**config.mk**
```make
export PLATFORM = sky130hd
export DESIGN_NAME = median_of_sample_window
export DESIGN_NICKNAME = d
export VERILOG_FILES = /design/src/hw/rtl/mos_pkg.sv /design/src/hw/rtl/mos_cell.sv /design/src/hw/rtl/median_of_sample_window.sv
export SDC_FILE = /design/constraint.sdc
export NUM_CORES = 1
export LEC_CHECK = 0
export BUFFER_PORTS_ARGS = -buffer_cell sky130_fd_sc_hd__buf_2
export CORE_AREA = 2 2 145 183
export CTS_CLUSTER_SIZE = 40
export DETAILED_ROUTE_END_ITERATION = 10
export DIE_AREA = 0 0 147 185
export GPL_ROUTABILITY_DRIVEN = 1
export PLACE_DENSITY = 0.48
export SYNTH_ARGS = -nofsm -noshare
export SYNTH_HDL_FRONTEND = slang
export SYNTH_SLANG_ARGS = --single-unit
```
**constraint.sdc**
```tcl
create_clock -name clk -period 5.85 [get_ports clk]
set_clock_uncertainty 0.2 [all_clocks]
set_input_delay 0.2925 -clock clk [delete_from_list [all_inputs] [get_ports clk]]
set_output_delay 0.2925 -clock clk [all_outputs]
set_load 0.1 [all_outputs]
```
**src/hw/rtl/mos_pkg.sv**
```systemverilog
// ----------------------------------------------------------------------------
// mos_pkg
// Shared constants and link type for the median-of-window sorting chain.
// ----------------------------------------------------------------------------
package mos_pkg;

	// window geometry
	localparam int WINDOW_SIZE = 11;
	localparam int SAMPLE_BITS = 10;
	localparam int CHAN_BITS   = 8;

	// fill counter width, at least one bit
	localparam int CNT_BITS = (WINDOW_SIZE > 1) ? $clog2(WINDOW_SIZE) : 1;

	// position of the median in the sorted chain
	localparam int MID_IDX = WINDOW_SIZE / 2;

	// last fill count of a window
	localparam logic [CNT_BITS-1:0] LAST_FILL = CNT_BITS'(WINDOW_SIZE - 1);

	// what one cell hands to its right neighbor
	typedef struct packed {
		logic                   gt;    // new sample goes at or before this cell
		logic                   valid; // cell holds a sample of this window
		logic [SAMPLE_BITS-1:0] value; // held sample
	} cell_link_t;

endpackage

```
**src/hw/rtl/mos_cell.sv**
```systemverilog
// ----------------------------------------------------------------------------
// mos_cell
// One slot of the sorted insertion chain: keeps its sample or takes the one
// from its left neighbor or the incoming sample.
// ----------------------------------------------------------------------------
module mos_cell (
	input  logic                           clk,
	input  logic                           arst_n,
	input  logic                           ins,
	input  logic                           clr,
	input  logic [mos_pkg::SAMPLE_BITS-1:0] x,
	input  mos_pkg::cell_link_t            left,
	output mos_pkg::cell_link_t            right,
	output logic [mos_pkg::SAMPLE_BITS-1:0] value_next
);
	import mos_pkg::*;

	logic                   valid_q;
	logic [SAMPLE_BITS-1:0] value_q;
	logic                   gt;

	// an empty slot counts as larger than any sample
	assign gt = !valid_q || (x < value_q);

	// shift right behind the insertion point, drop the sample in at it
	always_comb begin
		if (!gt) begin
			value_next = value_q;
		end else if (left.gt) begin
			value_next = left.value;
		end else begin
			value_next = x;
		end
	end

	assign right.gt    = gt;
	assign right.valid = valid_q;
	assign right.value = value_q;

	// occupancy grows as a thermometer from the left end
	always_ff @(posedge clk or negedge arst_n) begin
		if (!arst_n) begin
			valid_q <= 1'b0;
		end else if (ins) begin
			valid_q <= clr ? 1'b0 : left.valid;
		end
	end

	// sample payload
	always_ff @(posedge clk) begin
		if (ins) begin
			value_q <= value_next;
		end
	end

endmodule

```
**src/hw/rtl/median_of_sample_window.sv**
```systemverilog
// ----------------------------------------------------------------------------
// median_of_sample_window
// Median of non-overlapping windows of converter samples.
// ----------------------------------------------------------------------------
// Samples enter on start and busy is always low, so one sample is taken every
// cycle. Each sample is inserted into a chain of WINDOW_SIZE cells that keeps
// the window sorted; the insertion happens in the cycle the sample arrives.
// When the last sample of a window is taken, the median and the channel of
// that sample appear in the next cycle on median and result_channel with
// result_valid high for a single cycle; the receiver must take it then. The
// window is empty again right after, so the next sample may follow at once.
// ----------------------------------------------------------------------------
module median_of_sample_window (
	input  logic                            clk,
	input  logic                            arst_n,
	input  logic                            start,
	output logic                            busy,
	input  logic [mos_pkg::SAMPLE_BITS-1:0] sample,
	input  logic [mos_pkg::CHAN_BITS-1:0]   source_channel,
	output logic                            result_valid,
	output logic [mos_pkg::SAMPLE_BITS-1:0] median,
	output logic [mos_pkg::CHAN_BITS-1:0]   result_channel
);
	import mos_pkg::*;

	cell_link_t             links [WINDOW_SIZE+1];
	logic [SAMPLE_BITS-1:0] nexts [WINDOW_SIZE];
	logic [WINDOW_SIZE-1:0] valid_vec;
	logic                   accept;
	logic                   last;
	logic [CNT_BITS-1:0]    fill_q;
	logic                   result_valid_q;
	logic [SAMPLE_BITS-1:0] median_q;
	logic [CHAN_BITS-1:0]   channel_q;

	// one insertion per cycle, never stalled
	assign busy   = 1'b0;
	assign accept = start && !busy;
	assign last   = (fill_q == LAST_FILL);

	// head of the chain: nothing smaller, always occupied
	assign links[0].gt    = 1'b0;
	assign links[0].valid = 1'b1;
	assign links[0].value = '0;

	// sorted insertion chain
	for (genvar i = 0; i < WINDOW_SIZE; i++) begin : g_cell
		mos_cell u_cell (
			.clk        (clk),
			.arst_n     (arst_n),
			.ins        (accept),
			.clr        (last),
			.x          (sample),
			.left       (links[i]),
			.right      (links[i+1]),
			.value_next (nexts[i])
		);
		assign valid_vec[i] = links[i+1].valid;
	end

	// fill count of the current window
	always_ff @(posedge clk or negedge arst_n) begin
		if (!arst_n) begin
			fill_q <= '0;
		end else if (accept) begin
			fill_q <= last ? '0 : fill_q + 1'b1;
		end
	end

	// result strobe
	always_ff @(posedge clk or negedge arst_n) begin
		if (!arst_n) begin
			result_valid_q <= 1'b0;
		end else begin
			result_valid_q <= accept && last;
		end
	end

	// result payload taken from the middle cell as it updates
	always_ff @(posedge clk) begin
		if (accept && last) begin
			median_q  <= nexts[MID_IDX];
			channel_q <= source_channel;
		end
	end

	assign result_valid   = result_valid_q;
	assign median         = median_q;
	assign result_channel = channel_q;

	// fill count stays inside the window
	a_fill_range: assert property (@(posedge clk) disable iff (!arst_n)
		fill_q <= LAST_FILL)
		else $error("fill count beyond window");

	// occupied cells track the fill count
	a_occupancy: assert property (@(posedge clk) disable iff (!arst_n)
		$countones(valid_vec) == int'(fill_q))
		else $error("cell occupancy differs from fill count");

	// a transaction that closes a window always gives a result
	a_result_cause: assert property (@(posedge clk) disable iff (!arst_n)
		accept && last |=> result_valid)
		else $error("closing transaction gave no result");

	// after a result the window is empty
	a_window_reset: assert property (@(posedge clk) disable iff (!arst_n)
		result_valid |-> ($past(fill_q) == LAST_FILL) && (valid_vec == '0 || accept))
		else $error("window not restarted after result");

endmodule
```
==> run summary <==
For this design, the CTS-stage hold fixing added 9 buffers. The number of sinks handled by clock tree synthesis was 89. The total number of vias was 4665.

The pre-antenna-repair detailed-routing pass consisted of 4 iterations. The average wire per cell in the routed design works out to 15.3 um. The classification of the worst-slack hold path was input port to register. The async set-or-reset flop fraction in the synthesized netlist is 0.124, and the count of yosys warnings during synthesis is 0.

Synthesis inferred 89 register bits. Setup repair after global routing left no endpoint under its margin. The floorplan step set the die height to 185 um. IR analysis of the VDD net gives a maximum drop of 182 uV.

The logs give 0.738 for the global placement routability congestion and 0.35 ns for the clock latency on the worst-skew pair. From left edge to right edge, the die measures 147 um. The critical-path maximum fanout was 21; the layout-stage area growth over the synthesis result was 12.7%.

End-of-flow core utilization: 0.276. The run gives 9 as the CTS buffer count. The library cell used most frequently in the layout, excluding fill and tap cells, is sky130_fd_sc_hd__edfxtp_1. The initial standard-cell utilization of the core is 0.245, and the average size of a mapped cell is 10.3 um^2. Once the clock tree was built, the resizer swapped 0 gates to a different size. For this run, the top clock speed supported by timing is 0.300 GHz. The main flop type after synthesis is sky130_fd_sc_hd__edfxtp_1.

Number of remaining DRC errors: 0. The floorplan has 66 rows. Synthesis instantiated 43 different standard cells from the library.

Synthesis handed over a netlist of 608 instances. The number of buffers between clock root and the deepest sink is 2. The run gives 4388 as the via count of the first global-routing pass. In this run the cell area of the synthesized design comes to 0.00628 mm^2.

Entering global routing, the biggest net connects 32 pins. CTS built an H-tree with a depth of 3. Startpoint class of the critical path: a register. The run finished with clean final reports.

The actual transition at the worst max-transition pin works out to 1.10 ns. The detail route stage leaves a number of antenna-violating nets equal to 0. The clock transition at the register clock pins on the worst setup and hold paths after CTS came out at 0.07 ns. The detailed placer's ending HPWL came out at 10400 um.

The critical path data required time was 5.62 ns. The number of top-level design ports is 41, and the antenna diode instance count is 0. The portion of the post-synthesis area used by sequential elements is 0.417. Count of filler cells inserted in the layout: 2768.

STA classifies the critical path endpoint as a register. The post-route fraction of the period consumed by the critical path was 0.570; the total number of nets in the final design was 709. Counting every net in the synthesized netlist gives 683. TritonCTS built the clock tree. The worst-case headroom to the max-slew limit is 0.269, and the number of max-slew violations in the final report is 0.

The critical path class was register to register. The first global-routing pass estimated 23800 um of wire. The leakage power of the design was 2.96 nW; the number of antenna violations at the first check in global routing was 0.

Leaving out fill and tap cells, the most frequent cells in the layout are 78 x sky130_fd_sc_hd__edfxtp_1, 60 x sky130_fd_sc_hd__inv_1, 55 x sky130_fd_sc_hd__nand2_1. Global routing finished with a remaining overflow of 0. Yosys mapped a number of flops with a built-in enable equal to 78. In this run the power density over the cells is 404 mW/mm^2. Max-cap violations in this run came to 0. Die area: 0.0272 mm^2.

In the final timing run, aggregate negative setup slack is 0 ns. In the routed layout, each cell is associated on average with a via count of 4.77. Port buffering added 39 buffers. The post-route minimum period works out to 3.33 ns. The total routed wirelength is 15000 um, and the data arrival time of the critical path is 3.10 ns.

The detailed router finished its first iteration with 222 violations. The number of failing hold endpoints at the final stage came out at 0. Setup violations remaining at the end of the flow were counted as 0. CTS placed an instance of sky130_fd_sc_hd__clkbuf_16 at the clock tree root. The buffers inserted during post-CTS setup optimization was 0; the core box area was 0.0256 mm^2.

The fraction of layout cells with a size suffix above 1 was 0.158; the overall routing resource usage was 0.112.
## per-stage QoR
step | instances | cell area, um^2 | total power [mW] | hold WS (ns) | worst slack [ns]
floorplan | 608 | 6280 | 2.07 | -0.203 | 2.65
global placement | 954 | 6690 | 2.30 | -0.00734 | 2.41
detailed placement | 954 | 6690 | 2.31 | -0.0117 | 2.35
CTS | 979 | 7070 | 2.89 | 0.0991 | 2.46
global route | 979 | 7070 | 3.08 | 0.109 | 2.25
finish | 979 | 7070 | 2.86 | 0.107 | 2.52
## layout make-up
cell class	instances	area (um^2)	area share
Multi-Input combinational cell	418	3170	0.448
Sequential cell	89	2620	0.370
Tap cell	340	425	0.0602
Timing Repair Buffer	56	345	0.0488
Clock buffer	11	253	0.0357
Inverter	60	225	0.0318
Clock inverter	5	37.5	0.00531
## cell families after synthesis
family / count (synthesis) / synth area share
buf+inv: 101 / 0.0809
compound gates: 148 / 0.208
other cells: 1 / 0.000597
mux: 20 / 0.0323
simple gates: 194 / 0.152
flops: 89 / 0.417
xor+xnor: 1 / 0.00140
fa+ha+maj: 54 / 0.108
## power by group
part	internal [mW]	switching, mW	leakage (nW)
sequential	0.931	0.165	0.852
combinational	0.469	0.724	1.97
clock	0.313	0.255	0.138
total	1.71	1.14	2.96
## per-layer routing
metal | track usage | part of all wire | wire, um
met5 | 0 | 0 | 0
met2 | 0.188 | 0.49 | 7300
met3 | 0.0234 | 0.024 | 363
met1 | 0.142 | 0.46 | 6920
met4 | 0.0400 | 0.028 | 419
## registers in the layout, indices dropped and copies added (netlist names)
register,count
g_cell.u_cell.value_q,60
median,10
result_channel,8
g_cell.u_cell.valid_q,6
fill_q,4
result_valid,1
## worst paths after layout
path | startpoint | end | slack, ns | depth (start not counted)
max in group asynchronous | arst_n | g_cell[2].u_cell.valid_q | 5.08 | 2
hold reg to reg | g_cell[5].u_cell.valid_q | g_cell[5].u_cell.valid_q | 0.34 | 1
setup reg to reg | g_cell[3].u_cell.value_q[1] | g_cell[3].u_cell.value_q[8] | 2.52 | 7
min in group asynchronous | arst_n | g_cell[1].u_cell.valid_q | 0.15 | 2
setup / recovery | g_cell[3].u_cell.value_q[1] | g_cell[3].u_cell.value_q[8] | 2.52 | 7
hold / removal | sample[0] | g_cell[0].u_cell.value_q[0] | 0.11 | 1
## synthesized netlist by cell type (all sizes together), types with 2 or more instances
library cell	n	area [um^2]
a211oi	2	15.0
a21o	17	128
a21oi	16	91.3
a22o	2	17.5
a311oi	44	438
and3	40	250
buf	23	215
clkbuf	18	67.6
dfrtp	11	275
edfxtp	78	2340
ha	54	676
inv	60	225
mux2	2	22.5
mux2i	18	180
nand2	55	206
nand2b	8	50.1
nand3	3	15.0
nand4	6	37.5
nor2	46	173
o211ai	33	368
o21a	8	60.1
o21ai	15	86.3
o311ai	8	70.1
or3	32	200
## worst max-delay path, stage by stage, from the launching register on
cell                       delay, ns
sky130_fd_sc_hd__edfxtp_1       0.41
sky130_fd_sc_hd__inv_1          0.11
sky130_fd_sc_hd__ha_1           0.23
sky130_fd_sc_hd__a21o_1         0.17
sky130_fd_sc_hd__a21o_1         0.20
sky130_fd_sc_hd__a311oi_4       0.79
sky130_fd_sc_hd__o21ai_2        0.07
sky130_fd_sc_hd__a21oi_1        0.77
Note: power is estimated with default switching activity, not from simulation.
